--- src/sv/lfkc_pkg.sv ---
package lfkc_pkg;

   // field and word widths, stage count, index width and queue depth
   localparam int DATA_W      = 8;
   localparam int WORD_W      = 16;
   localparam int NUM_STAGES  = 16;
   localparam int CSR_INDEX_W = 1;
   localparam int QUEUE_DEPTH = 2;

   // first FSM register value after a key load is this minus the top stage
   localparam logic [WORD_W-1:0] R1_LOAD_BASE = 16'hFFFF;

   // configuration register indexes
   typedef enum logic [CSR_INDEX_W-1:0] {
      CSR_LFSR_KEY = 1'b0,
      CSR_FSM_KEY  = 1'b1
   } csr_index_type;

   // one configuration write
   typedef struct packed {
      logic                 we;
      csr_index_type        index;
      logic [WORD_W-1:0]    wdata;
   } csr_write_type;

   // one queued input item
   typedef struct packed {
      logic                 start;
      logic [DATA_W-1:0]    data;
   } item_type;

   // byte substitution table
   localparam logic [7:0] SBOX_TABLE [256] = '{
      8'h63, 8'h7c, 8'h77, 8'h7b, 8'hf2, 8'h6b, 8'h6f, 8'hc5,
      8'h30, 8'h01, 8'h67, 8'h2b, 8'hfe, 8'hd7, 8'hab, 8'h76,
      8'hca, 8'h82, 8'hc9, 8'h7d, 8'hfa, 8'h59, 8'h47, 8'hf0,
      8'had, 8'hd4, 8'ha2, 8'haf, 8'h9c, 8'ha4, 8'h72, 8'hc0,
      8'hb7, 8'hfd, 8'h93, 8'h26, 8'h36, 8'h3f, 8'hf7, 8'hcc,
      8'h34, 8'ha5, 8'he5, 8'hf1, 8'h71, 8'hd8, 8'h31, 8'h15,
      8'h04, 8'hc7, 8'h23, 8'hc3, 8'h18, 8'h96, 8'h05, 8'h9a,
      8'h07, 8'h12, 8'h80, 8'he2, 8'heb, 8'h27, 8'hb2, 8'h75,
      8'h09, 8'h83, 8'h2c, 8'h1a, 8'h1b, 8'h6e, 8'h5a, 8'ha0,
      8'h52, 8'h3b, 8'hd6, 8'hb3, 8'h29, 8'he3, 8'h2f, 8'h84,
      8'h53, 8'hd1, 8'h00, 8'hed, 8'h20, 8'hfc, 8'hb1, 8'h5b,
      8'h6a, 8'hcb, 8'hbe, 8'h39, 8'h4a, 8'h4c, 8'h58, 8'hcf,
      8'hd0, 8'hef, 8'haa, 8'hfb, 8'h43, 8'h4d, 8'h33, 8'h85,
      8'h45, 8'hf9, 8'h02, 8'h7f, 8'h50, 8'h3c, 8'h9f, 8'ha8,
      8'h51, 8'ha3, 8'h40, 8'h8f, 8'h92, 8'h9d, 8'h38, 8'hf5,
      8'hbc, 8'hb6, 8'hda, 8'h21, 8'h10, 8'hff, 8'hf3, 8'hd2,
      8'hcd, 8'h0c, 8'h13, 8'hec, 8'h5f, 8'h97, 8'h44, 8'h17,
      8'hc4, 8'ha7, 8'h7e, 8'h3d, 8'h64, 8'h5d, 8'h19, 8'h73,
      8'h60, 8'h81, 8'h4f, 8'hdc, 8'h22, 8'h2a, 8'h90, 8'h88,
      8'h46, 8'hee, 8'hb8, 8'h14, 8'hde, 8'h5e, 8'h0b, 8'hdb,
      8'he0, 8'h32, 8'h3a, 8'h0a, 8'h49, 8'h06, 8'h24, 8'h5c,
      8'hc2, 8'hd3, 8'hac, 8'h62, 8'h91, 8'h95, 8'he4, 8'h79,
      8'he7, 8'hc8, 8'h37, 8'h6d, 8'h8d, 8'hd5, 8'h4e, 8'ha9,
      8'h6c, 8'h56, 8'hf4, 8'hea, 8'h65, 8'h7a, 8'hae, 8'h08,
      8'hba, 8'h78, 8'h25, 8'h2e, 8'h1c, 8'ha6, 8'hb4, 8'hc6,
      8'he8, 8'hdd, 8'h74, 8'h1f, 8'h4b, 8'hbd, 8'h8b, 8'h8a,
      8'h70, 8'h3e, 8'hb5, 8'h66, 8'h48, 8'h03, 8'hf6, 8'h0e,
      8'h61, 8'h35, 8'h57, 8'hb9, 8'h86, 8'hc1, 8'h1d, 8'h9e,
      8'he1, 8'hf8, 8'h98, 8'h11, 8'h69, 8'hd9, 8'h8e, 8'h94,
      8'h9b, 8'h1e, 8'h87, 8'he9, 8'hce, 8'h55, 8'h28, 8'hdf,
      8'h8c, 8'ha1, 8'h89, 8'h0d, 8'hbf, 8'he6, 8'h42, 8'h68,
      8'h41, 8'h99, 8'h2d, 8'h0f, 8'hb0, 8'h54, 8'hbb, 8'h16
   };

endpackage

--- src/sv/lfkc_front.sv ---
module lfkc_front (
   input  logic                              clock,
   input  logic                              reset,
   input  logic                              req_tvalid,
   output logic                              req_tready,
   input  logic [lfkc_pkg::DATA_W-1:0]       req_tdata,
   input  logic [0:0]                        req_tuser,
   output logic                              q_valid,
   output lfkc_pkg::item_type                q_item,
   input  logic                              q_pop
);
   import lfkc_pkg::*;

   item_type   slot_ff [QUEUE_DEPTH];
   logic       wr_ptr_ff;
   logic       wr_ptr_in;
   logic       rd_ptr_ff;
   logic       rd_ptr_in;
   logic [1:0] count_ff;
   logic [1:0] count_in;
   logic       push;
   item_type   new_item;

   // accept while a slot is free
   assign req_tready = (count_ff != 2'd2);
   assign push       = req_tvalid && req_tready;

   // tag the item with its start flag
   always_comb begin
      new_item.start = req_tuser[0];
      new_item.data  = req_tdata;
   end

   // queue head toward the back part
   assign q_valid = (count_ff != 2'd0);
   assign q_item  = slot_ff[rd_ptr_ff];

   // pointer and fill count update
   always_comb begin
      wr_ptr_in = push  ? ~wr_ptr_ff : wr_ptr_ff;
      rd_ptr_in = q_pop ? ~rd_ptr_ff : rd_ptr_ff;
      case ({push, q_pop})
         2'b10:   count_in = count_ff + 2'd1;
         2'b01:   count_in = count_ff - 2'd1;
         default: count_in = count_ff;
      endcase
   end

   always_ff @(posedge clock) begin
      if (reset) begin
         wr_ptr_ff <= 1'b0;
         rd_ptr_ff <= 1'b0;
         count_ff  <= 2'd0;
      end else begin
         wr_ptr_ff <= wr_ptr_in;
         rd_ptr_ff <= rd_ptr_in;
         count_ff  <= count_in;
      end
   end

   // queue storage
   always_ff @(posedge clock) begin
      if (push) begin
         slot_ff[wr_ptr_ff] <= new_item;
      end
   end

endmodule

--- src/sv/lfkc_back.sv ---
module lfkc_back (
   input  logic                              clock,
   input  logic                              reset,
   input  lfkc_pkg::csr_write_type           csr,
   input  logic                              q_valid,
   input  lfkc_pkg::item_type                q_item,
   output logic                              q_pop,
   output logic                              rsp_tvalid,
   input  logic                              rsp_tready,
   output logic [lfkc_pkg::DATA_W-1:0]       rsp_tdata
);
   import lfkc_pkg::*;

   logic [WORD_W-1:0]   lfsr_key_ff;
   logic [WORD_W-1:0]   fsm_key_ff;
   logic [WORD_W-1:0]   stage_ff [NUM_STAGES];
   logic [WORD_W-1:0]   stage_in [NUM_STAGES];
   logic [WORD_W-1:0]   stage_eff [NUM_STAGES];
   logic [WORD_W-1:0]   r1_ff;
   logic [WORD_W-1:0]   r1_in;
   logic [WORD_W-1:0]   r1_eff;
   logic [WORD_W-1:0]   r2_ff;
   logic [WORD_W-1:0]   r2_in;
   logic [WORD_W-1:0]   r2_eff;
   logic [WORD_W-1:0]   held_ff;
   logic [WORD_W-1:0]   held_in;
   logic                odd_ff;
   logic                odd_in;
   logic                odd_eff;
   logic [WORD_W-1:0]   sum;
   logic [WORD_W-1:0]   fout;
   logic [WORD_W-1:0]   zword;
   logic [WORD_W:0]     swide;
   logic [WORD_W-1:0]   rot;
   logic [WORD_W-1:0]   feedback;
   logic                rsp_tvalid_ff;
   logic                rsp_tvalid_in;
   logic [DATA_W-1:0]   rsp_tdata_ff;
   logic [DATA_W-1:0]   rsp_tdata_in;

   // key registers
   always_ff @(posedge clock) begin
      if (reset) begin
         lfsr_key_ff <= '0;
         fsm_key_ff  <= '0;
      end else if (csr.we) begin
         case (csr.index)
            CSR_LFSR_KEY: lfsr_key_ff <= csr.wdata;
            CSR_FSM_KEY:  fsm_key_ff  <= csr.wdata;
            default: ;
         endcase
      end
   end

   // take the next item when the output register is free or draining
   assign q_pop = q_valid && (!rsp_tvalid_ff || rsp_tready);

   // state seen by this item: key load on start, else current state
   always_comb begin
      for (int i = 0; i < NUM_STAGES; i++) begin
         stage_eff[i] = q_item.start ? WORD_W'(lfsr_key_ff >> i) : stage_ff[i];
      end
      r1_eff  = q_item.start ? (R1_LOAD_BASE - stage_eff[NUM_STAGES-1]) : r1_ff;
      r2_eff  = q_item.start ? fsm_key_ff : r2_ff;
      odd_eff = q_item.start ? 1'b0 : odd_ff;
   end

   // keystream word and fsm update
   always_comb begin
      sum      = stage_eff[NUM_STAGES-1] + r1_eff;
      fout     = sum ^ r2_eff;
      zword    = fout ^ stage_eff[0];
      swide    = {1'b0, fout} + {1'b0, r2_eff};
      rot      = {swide[8:0], 7'b0} | {8'b0, swide[WORD_W:9]};
      feedback = stage_eff[0] ^ stage_eff[3] ^ stage_eff[9];
   end

   // next state
   always_comb begin
      for (int i = 0; i < NUM_STAGES; i++) begin
         stage_in[i] = stage_ff[i];
      end
      r1_in         = r1_ff;
      r2_in         = r2_ff;
      held_in       = held_ff;
      odd_in        = odd_ff;
      rsp_tdata_in  = rsp_tdata_ff;
      rsp_tvalid_in = rsp_tvalid_ff && !rsp_tready;
      if (q_pop) begin
         rsp_tvalid_in = 1'b1;
         odd_in        = ~odd_eff;
         for (int i = 0; i < NUM_STAGES; i++) begin
            stage_in[i] = stage_eff[i];
         end
         r1_in = r1_eff;
         r2_in = r2_eff;
         if (!odd_eff) begin
            // even position: step the generator and hold the new word
            for (int i = 0; i < NUM_STAGES - 1; i++) begin
               stage_in[i] = stage_eff[i+1];
            end
            stage_in[NUM_STAGES-1] = feedback;
            r1_in        = r1_eff ^ rot;
            r2_in        = {SBOX_TABLE[r1_eff[15:8]], SBOX_TABLE[r1_eff[7:0]]};
            held_in      = zword;
            rsp_tdata_in = q_item.data ^ zword[15:8];
         end else begin
            rsp_tdata_in = q_item.data ^ held_ff[7:0];
         end
      end
   end

   // control state
   always_ff @(posedge clock) begin
      if (reset) begin
         for (int i = 0; i < NUM_STAGES; i++) begin
            stage_ff[i] <= '0;
         end
         r1_ff         <= '0;
         r2_ff         <= '0;
         held_ff       <= '0;
         odd_ff        <= 1'b0;
         rsp_tvalid_ff <= 1'b0;
      end else begin
         for (int i = 0; i < NUM_STAGES; i++) begin
            stage_ff[i] <= stage_in[i];
         end
         r1_ff         <= r1_in;
         r2_ff         <= r2_in;
         held_ff       <= held_in;
         odd_ff        <= odd_in;
         rsp_tvalid_ff <= rsp_tvalid_in;
      end
   end

   // output payload
   always_ff @(posedge clock) begin
      rsp_tdata_ff <= rsp_tdata_in;
   end

   assign rsp_tvalid = rsp_tvalid_ff;
   assign rsp_tdata  = rsp_tdata_ff;

endmodule

--- src/sv/lfsr_fsm_keystream_cipher_unit.sv ---
// Keystream byte cipher, shift register of 16-bit words and two-register FSM.
// req channel: one byte per transfer; req_tuser[0] marks the first byte
//   of a message and reloads the generator from the two key registers.
// rsp channel: one byte per request, the input byte XOR a keystream byte,
//   in request order. Even positions take the high byte of a fresh word,
//   odd positions the low byte of the held word.
// csr port: csr_we with csr_index 0 writes the shift register key, 1 the
//   FSM key. Keys take effect at the next start of message; write them
//   only while no transfer is in flight.
// A req transfer passes through a queue slot, then the output register, before
//   rsp_tvalid rises. Throughput: one byte per cycle while rsp_tready holds no
//   result back, set by the combinational generator step (add, rotate, two
//   table lookups) in the back stage.
// A two-entry queue sits between the input and the generator, and the
//   result sits in an output register, so a stalled rsp_tready fills the
//   queue before req_tready drops.
// Reset clears the generator state, keys, queue and output valid.
module lfsr_fsm_keystream_cipher_unit (
   input  logic                                clock,
   input  logic                                reset,
   input  logic                                req_tvalid,
   output logic                                req_tready,
   input  logic [lfkc_pkg::DATA_W-1:0]         req_tdata,   // data_byte
   input  logic [0:0]                          req_tuser,   // start_of_message
   output logic                                rsp_tvalid,
   input  logic                                rsp_tready,
   output logic [lfkc_pkg::DATA_W-1:0]         rsp_tdata,   // result_byte
   input  logic                                csr_we,
   input  logic [lfkc_pkg::CSR_INDEX_W-1:0]    csr_index,
   input  logic [lfkc_pkg::WORD_W-1:0]         csr_wdata
);
   import lfkc_pkg::*;

   csr_write_type csr;
   logic          q_valid;
   item_type      q_item;
   logic          q_pop;

   // bundle the configuration write
   always_comb begin
      csr.we    = csr_we;
      csr.index = csr_index_type'(csr_index);
      csr.wdata = csr_wdata;
   end

   lfkc_front u_front (
      .clock      (clock),
      .reset      (reset),
      .req_tvalid (req_tvalid),
      .req_tready (req_tready),
      .req_tdata  (req_tdata),
      .req_tuser  (req_tuser),
      .q_valid    (q_valid),
      .q_item     (q_item),
      .q_pop      (q_pop)
   );

   lfkc_back u_back (
      .clock      (clock),
      .reset      (reset),
      .csr        (csr),
      .q_valid    (q_valid),
      .q_item     (q_item),
      .q_pop      (q_pop),
      .rsp_tvalid (rsp_tvalid),
      .rsp_tready (rsp_tready),
      .rsp_tdata  (rsp_tdata)
   );

endmodule
--- config.mk ---
export PLATFORM = sky130hd
export DESIGN_NAME = lfsr_fsm_keystream_cipher_unit
export DESIGN_NICKNAME = d
export VERILOG_FILES = /design/src/sv/lfkc_pkg.sv /design/src/sv/lfkc_front.sv /design/src/sv/lfkc_back.sv /design/src/sv/lfsr_fsm_keystream_cipher_unit.sv
export SDC_FILE = /design/constraint.sdc
export NUM_CORES = 1
export LEC_CHECK = 0
export BUFFER_PORTS_ARGS = -buffer_cell sky130_fd_sc_hd__buf_2
export CORE_AREA = 4 4 209 211
export DETAILED_ROUTE_END_ITERATION = 10
export DIE_AREA = 0 0 213 215
export PLACE_DENSITY = 0.7
export SYNTH_ARGS = -nofsm -noshare
export SYNTH_HDL_FRONTEND = slang
export SYNTH_SLANG_ARGS = --single-unit
--- constraint.sdc ---
create_clock -name clock -period 8.05 [get_ports clock]
set_input_delay 0.805 -clock clock [delete_from_list [all_inputs] [get_ports clock]]
set_output_delay 0.805 -clock clock [all_outputs]
set_load 0.02 [all_outputs]
==> metrics.txt, run 1 <==
area occupied by multi-input gates about 14,000 µm²; clock sink total approximately 360; post-synthesis sequential area ratio 0.330; global placement routability congestion approximately 1.0; setup bufs post-CTS 0; Area Overhead vs Synth 6.46%; RR Endpoint u_back.r1_ff[6]; Mapped Area about 23,000 µm²; setup violators final 0; Leak Pwr 8.70 nW; ys flop type dfxtp_1; number of remaining DRC errors 0; Power Dens Cells between 500 and 600 nW/µm²; crit share post-route 0.731; Hold Crit Endpoint u_front.slot_ff[0][4]; top-count cell post-synth nor2_1; synth cell count leaders 451 x nor2_1, 335 x dfxtp_1, 328 x nand2_1, 286 x clkbuf_1, 220 x a21oi_1; routed wire length 84,000 µm; Die Y between 200 and 250 µm; Initial DRC Count about 3,900; syn_nets between 3,000 and 4,000; switch share 0.523; Worst-path clk slew 0.06 ns; vias in the first global route approximately 22,000; Req. time, crit path approximately 8.5 ns; Worst setup EP type flip-flop; CTS buffer count 38; Synth area leaders dfxtp_1 30%, nor2_1 7.5%, a211oi_1 5.8%; Layout Skew ~0.043 ns; number of synthesized flops with an enable pin 26; WS Path Type flip-flop to flip-flop; die width about 210 µm; drt first pass iters 7; Synthesis Warnings 0; Distinct cells, synth a little over 80; GRT Util Overall 0.352; CTS Buffer Depth 3; share of the synthesized area in the top cell type 0.295; Inst Count DP 3,389; dominant cell type by area after synthesis dfxtp_1; setup repair after global routing missed its margin false; IO buf count 40; WHS 0.450 ns; via count about 24,000; Comb power frac 0.638; Flop pwr share 0.218; IO Count a little over 40; Reg area approximately 7500 µm²; slew margin rel. 0.108; Final nets roughly 3,000; P_sw 0.00639 W; H-tree levels 2; CP Max Fanout 34; Mapped Cells approximately 3,000; R2R setup slack 2.16 ns; crit path DAT between 6 and 7 ns; Final Util 0.579; worst min path class primary input to flip-flop; CTS tree yes; initial antenna violation count 1; crit start category flip-flop; cell depth of the worst flop-to-flop path 19; Max-Cap Viols 0; Worst-Margin Slew 1.33 ns; first-pass GRT wire length ~130,000 µm; cell-internal power 0.00582 W; Final Max Tran Viols 0; clk_lat worst skew ~0.56 ns; Hold Path Depth 1; Synth Area per Inst between 7 and 8 µm²; core region area between 40,000 and 50,000 µm²; min-delay src req_tdata[4]; largest net degree at the start of global routing 215; clock network fraction of total power 0.145; flops & latches, synth around 360; fin crit period 5.89 ns; post-CTS resize count 0; FILL cells ~3,900; Avg Vias per Cell around 6.9; final hold vios 0; share of cells above drive strength 1 0.0641; fmax approximately 170 MHz; clock root buffer clkbuf_16; ys async rst share 0; num rows 75; ANT nets after route 0; Fin Setup TNS 0 ns; Peak supply drop around 0.00036 V; gr ovfl total 0; WL/cell around 24 µm; final non-filler cell total 3,457; Final HPWL DP about 54,000 µm; n_diodes 0; status completed; DIE AREA 45,800 µm²; Initial Utilization 0.543; hold_buf cts 0
## area by class of cell
| type | count | area share |
|---|---|---|
| Multi-Input combinational cell | 2343 | 0.573 |
| Inverter | 48 | 0.00746 |
| Clock inverter | 12 | 0.00782 |
| Clock buffer | 56 | 0.0446 |
| Sequential cell | 361 | 0.310 |
| Tap cell | 539 | 0.0279 |
| Timing Repair Buffer | 98 | 0.0288 |
## worst max-delay path by stage
stage	startpoint	end	slack [ns]
floorplan	flip-flop	u_back.r1_ff[6]	2.03
global placement	flip-flop	u_back.r1_ff[6]	2.46
detailed placement	flip-flop	u_back.r1_ff[6]	2.31
CTS	flip-flop	u_back.r1_ff[6]	2.25
global route	flip-flop	u_back.r1_ff[6]	1.84
finish	flip-flop	u_back.r1_ff[6]	2.16
## flip-flops by register name, summed over array words and instances, names as in the netlist, named ones only
register and count:
u_back.stage_ff 256, u_back.r1_ff 16, u_front.rd_ptr_ff 1, u_back.rsp_tdata 8
u_back.odd_ff 1, u_back.r2_ff 16, u_back.rsp_tvalid 1, u_back.fsm_key_ff 16
u_front.wr_ptr_ff 1, u_front.count_ff 2, u_back.lfsr_key_ff 16, u_back.held_ff 8
u_front.slot_ff 18
## stage by stage
stage / power (W) / area, µm² / setup WS, ns
after detailed placement: 0.0102 / 22900 / 2.31
after CTS: 0.0120 / 24200 / 2.25
final: 0.0122 / 24200 / 2.16
after global routing: 0.0129 / 24200 / 1.84
after floorplan: 0.00798 / 22700 / 2.03
after global placement: 0.0101 / 22900 / 2.46
## logic make-up (layout without fill, tap and decap cells)
family          count (synthesis)  in the layout  synth area share
fa+ha+maj                      62             62            0.0345
simple gates                 1090           1090             0.204
buf+inv                       371            214            0.0620
compound gates               1042           1042             0.308
flops                         361            361             0.330
xor+xnor                      115            115            0.0452
mux                            34             34            0.0164
## placed cells by master (no fill, tap or decap), types with 7 or more instances in the layout
cell       netlist  layout
o221ai_1        16      16
or3_1           12      12
o31ai_1         10      10
nand3_1         57      57
a221oi_1        24      24
buf_4            0      54
inv_1           42      42
nand2_1        328     327
clkbuf_16        0      38
nor2b_1         11      11
nor2_1         451     444
nand2b_1        12      12
o21ai_0        172     172
xor2_1          43      43
o311ai_0        25      25
clkbuf_1       286      12
a21oi_1        220     219
a31oi_1         41      41
o211ai_1        65      65
a22oi_1        131     131
o311a_1          7       7
o22ai_1         37      37
o2111ai_1        8       8
nor3_1         157     157
a311oi_1        29      29
mux2i_1         27      27
dfxtp_1        335     332
buf_2            5      39
and3_1           8       8
and2_1          30      30
a211oi_1       174     174
a21o_1          13      13
o21ai_1          8       8
xnor2_1         71      71
ha_1            61      61
edfxtp_1        26      26
## power by group through the flow
stage | registers [W] | clock network (W) | logic, W
floorplan | 0.00257 | 0 | 0.00542
global placement | 0.00268 | 0 | 0.00747
detailed placement | 0.00268 | 0 | 0.00747
CTS | 0.00265 | 0.00179 | 0.00752
global route | 0.00270 | 0.00188 | 0.00836
finish | 0.00266 | 0.00177 | 0.00778
## critical path, stage by stage, from the launching register on
cell,delay [ns]
dfxtp_1,0.45
mux2_4,0.51
and2_1,0.72
a21o_1,0.18
ha_1,0.17
inv_1,0.07
fa_1,0.44
nand2b_1,0.18
a21oi_1,0.28
o32a_1,0.26
nand2_1,0.07
ha_1,0.40
xnor2_4,0.25
nand3_2,0.12
o32ai_4,0.30
a2111oi_2,0.13
o2111a_1,0.27
or4_1,0.55
and3_1,0.18
o31ai_1,0.26
## routing by layer
metal / GRT usage / vias up / wire length, µm
met4: 0.180 / 2 / 5480
met3: 0.0718 / 378 / 8340
met1: 0.480 / 11132 / 33700
met2: 0.527 / 1443 / 36600
li1: - / 10805 / -
met5: 0 / - / 13
(Power assumes the default switching activity.)
==> run 2, diff against run 1 <==
--- a/config.mk
+++ b/config.mk
@@ -9,7 +9,7 @@
 export CORE_AREA = 4 4 209 211
 export DETAILED_ROUTE_END_ITERATION = 10
 export DIE_AREA = 0 0 213 215
-export PLACE_DENSITY = 0.7
+export PLACE_DENSITY = 0.73
 export SYNTH_ARGS = -nofsm -noshare
 export SYNTH_HDL_FRONTEND = slang
 export SYNTH_SLANG_ARGS = --single-unit
==> constraint.sdc (replaced) <==
create_clock -name clock -period 4.9 [get_ports clock]
set_input_delay 0.49 -clock clock [delete_from_list [all_inputs] [get_ports clock]]
set_output_delay 0.49 -clock clock [all_outputs]
set_load 0.02 [all_outputs]
==> metrics.txt, run 2 (synthesized netlist as in run 1, its figures left out) <==
Largest regs u_back.stage_ff x256, u_front.slot_ff x18; DP Worst Slack 0.247 ns; routed wire length between 80,000 and 90,000 µm; status completed; Req. time, crit path 5.34 ns; largest net degree at the start of global routing around 170; via count roughly 24,000; setup repair after global routing missed its margin false; Worst setup EP type flip-flop; Area Overhead vs Synth 8.77%; Peak supply drop 0.000675 V; Max-Cap Viols 0; Inst Count DP around 3,500; most common cell after layout, fill and taps aside nor2_1; IO Count 41; setup ws final about 0.27 ns; Die Y 215 µm; Final nets approximately 3,000; clock root buffer clkbuf_16; initial antenna violation count 1; setup violators final 0; max FFs per register 256; final hold vios 0; CTS tree yes; most frequent cells in the layout 444 x nor2_1, 332 x dfxtp_1, 326 x nand2_1; die width approximately 210 µm; first-pass GRT wire length roughly 130,000 µm; share of cells above drive strength 1 0.0896; drt first pass iters 7; CTS buffer count 34; slew margin rel. 0.181; setup bufs post-CTS 0; FILL cells 3,702; CP Max Fanout 25; GRT Util Overall 0.366; Initial DRC Count around 3,400; vias in the first global route 22,838; clk_lat worst skew 0.53 ns; Leak Pwr ~9 nW; global placement routability congestion ~1; fin crit period around 4.6 ns; Final Max Tran Viols 0; clock sink total between 300 and 400; worst min path class primary input to flip-flop; WS Path Type flip-flop to flip-flop; crit start category flip-flop; worst reg2reg path startpoint u_front.slot_ff[1][8]; fmax 216 MHz; H-tree levels 2; ANT nets after route 0; number of remaining DRC errors 0; final non-filler cell total about 3,500; crit path DAT 5.08 ns; IO buf count 40; Layout Skew 0.0205 ns; WL/cell around 25 µm; Power Dens Cells between 800 and 900 nW/µm²; Worst-path clk slew 0.07 ns; crit share post-route 0.945; n_diodes 0; Final HPWL DP between 50,000 and 60,000 µm; Worst-Margin Slew 1.22 ns; DIE AREA 45,800 µm²; gr ovfl total 0; Initial Utilization 0.543; num rows 75; CTS Buffer Depth 3; min-delay src req_tdata[3]; beginning of the critical path u_front.slot_ff[1][8]; most flop-heavy register u_back.stage_ff; core region area roughly 42,000 µm²; Avg Vias per Cell 6.93
## run 2: changes by cell type in the layout (fill, tap and decap cells not counted), moves of 2 or more
cell	previous run	this run
buf_12	4	6
clkinv_2	3	5
ha_1	61	59
clkbuf_8	6	8
clkinv_16	2	0
inv_6	0	2
buf_4	54	121
inv_8	2	0
clkbuf_1	12	6
clkbuf_16	38	35
## run 2: report_power, final
part	switching [W]	internal, W
sequential	0.000596	0.00378
clock	0.00116	0.00161
combinational	0.00895	0.00448
## run 2: final timing paths
path	endpoint	slack, ns	cells past startpoint
setup / recovery	u_back.r1_ff[6]	0.27	17
hold / removal	u_front.slot_ff[1][3]	0.14	1
setup reg to reg	u_back.r1_ff[6]	0.27	17
hold reg to reg	u_back.fsm_key_ff[2]	0.46	2
## run 2: through the flow
stage / hold WS, ns / instance area (µm²) / utilization / setup TNS [ns] / total power (W)
2_1_floorplan: 0.432 / 22800 / - / -0.303 / 0.0132
3_3_place_gp: 0.444 / 23500 / 0.563 / 0 / 0.0172
3_5_place_dp: 0.445 / 23500 / 0.563 / 0 / 0.0173
4_1_cts: 0.136 / 24700 / 0.591 / 0 / 0.0201
5_1_grt: 0.144 / 24700 / 0.591 / 0 / 0.0217
6_report: 0.143 / 24700 / 0.591 / 0 / 0.0206
## run 2: cell type report
type,instances,area (µm²),share of cell area
clock buffer,49,1010,0.0409
clock inverter,13,166,0.00674
inverter,48,180,0.00730
multi-input combinational,2343,13900,0.564
sequential,361,7490,0.303
tap,539,674,0.0273
timing repair buffer,167,1240,0.0502
## run 2: metal layers
| layer | vias to the layer above | part of all wire | global-route usage |
|---|---|---|---|
| li1 | 10953 | - | - |
| met1 | 11657 | 0.40 | 0.492 |
| met2 | 1473 | 0.45 | 0.571 |
| met3 | 296 | 0.093 | 0.0585 |
| met4 | 0 | 0.058 | 0.181 |
| met5 | - | 0 | 0 |
## run 2: worst max-delay path, stage by stage, from the launching register on
cell       delay [ns]
edfxtp_1         0.45
mux2_4           0.32
buf_12           0.18
nor2_1           0.26
inv_1            0.10
ha_1             0.30
a21o_1           0.21
and4_1           0.24
or3_1            0.37
nand2_1          0.17
ha_1             0.16
and3b_1          0.21
o32ai_4          0.21
a2111oi_4        0.13
o2111a_1         0.27
or4_1            0.53
and3_1           0.22
o31ai_1          0.23
## run 2: timing repair
| action | in CTS | in global routing |
|---|---|---|
| hold buffers | 0 | 0 |
| gates resized for setup | 0 | 3 |
| endpoints found under the setup margin | 0 | 3 |
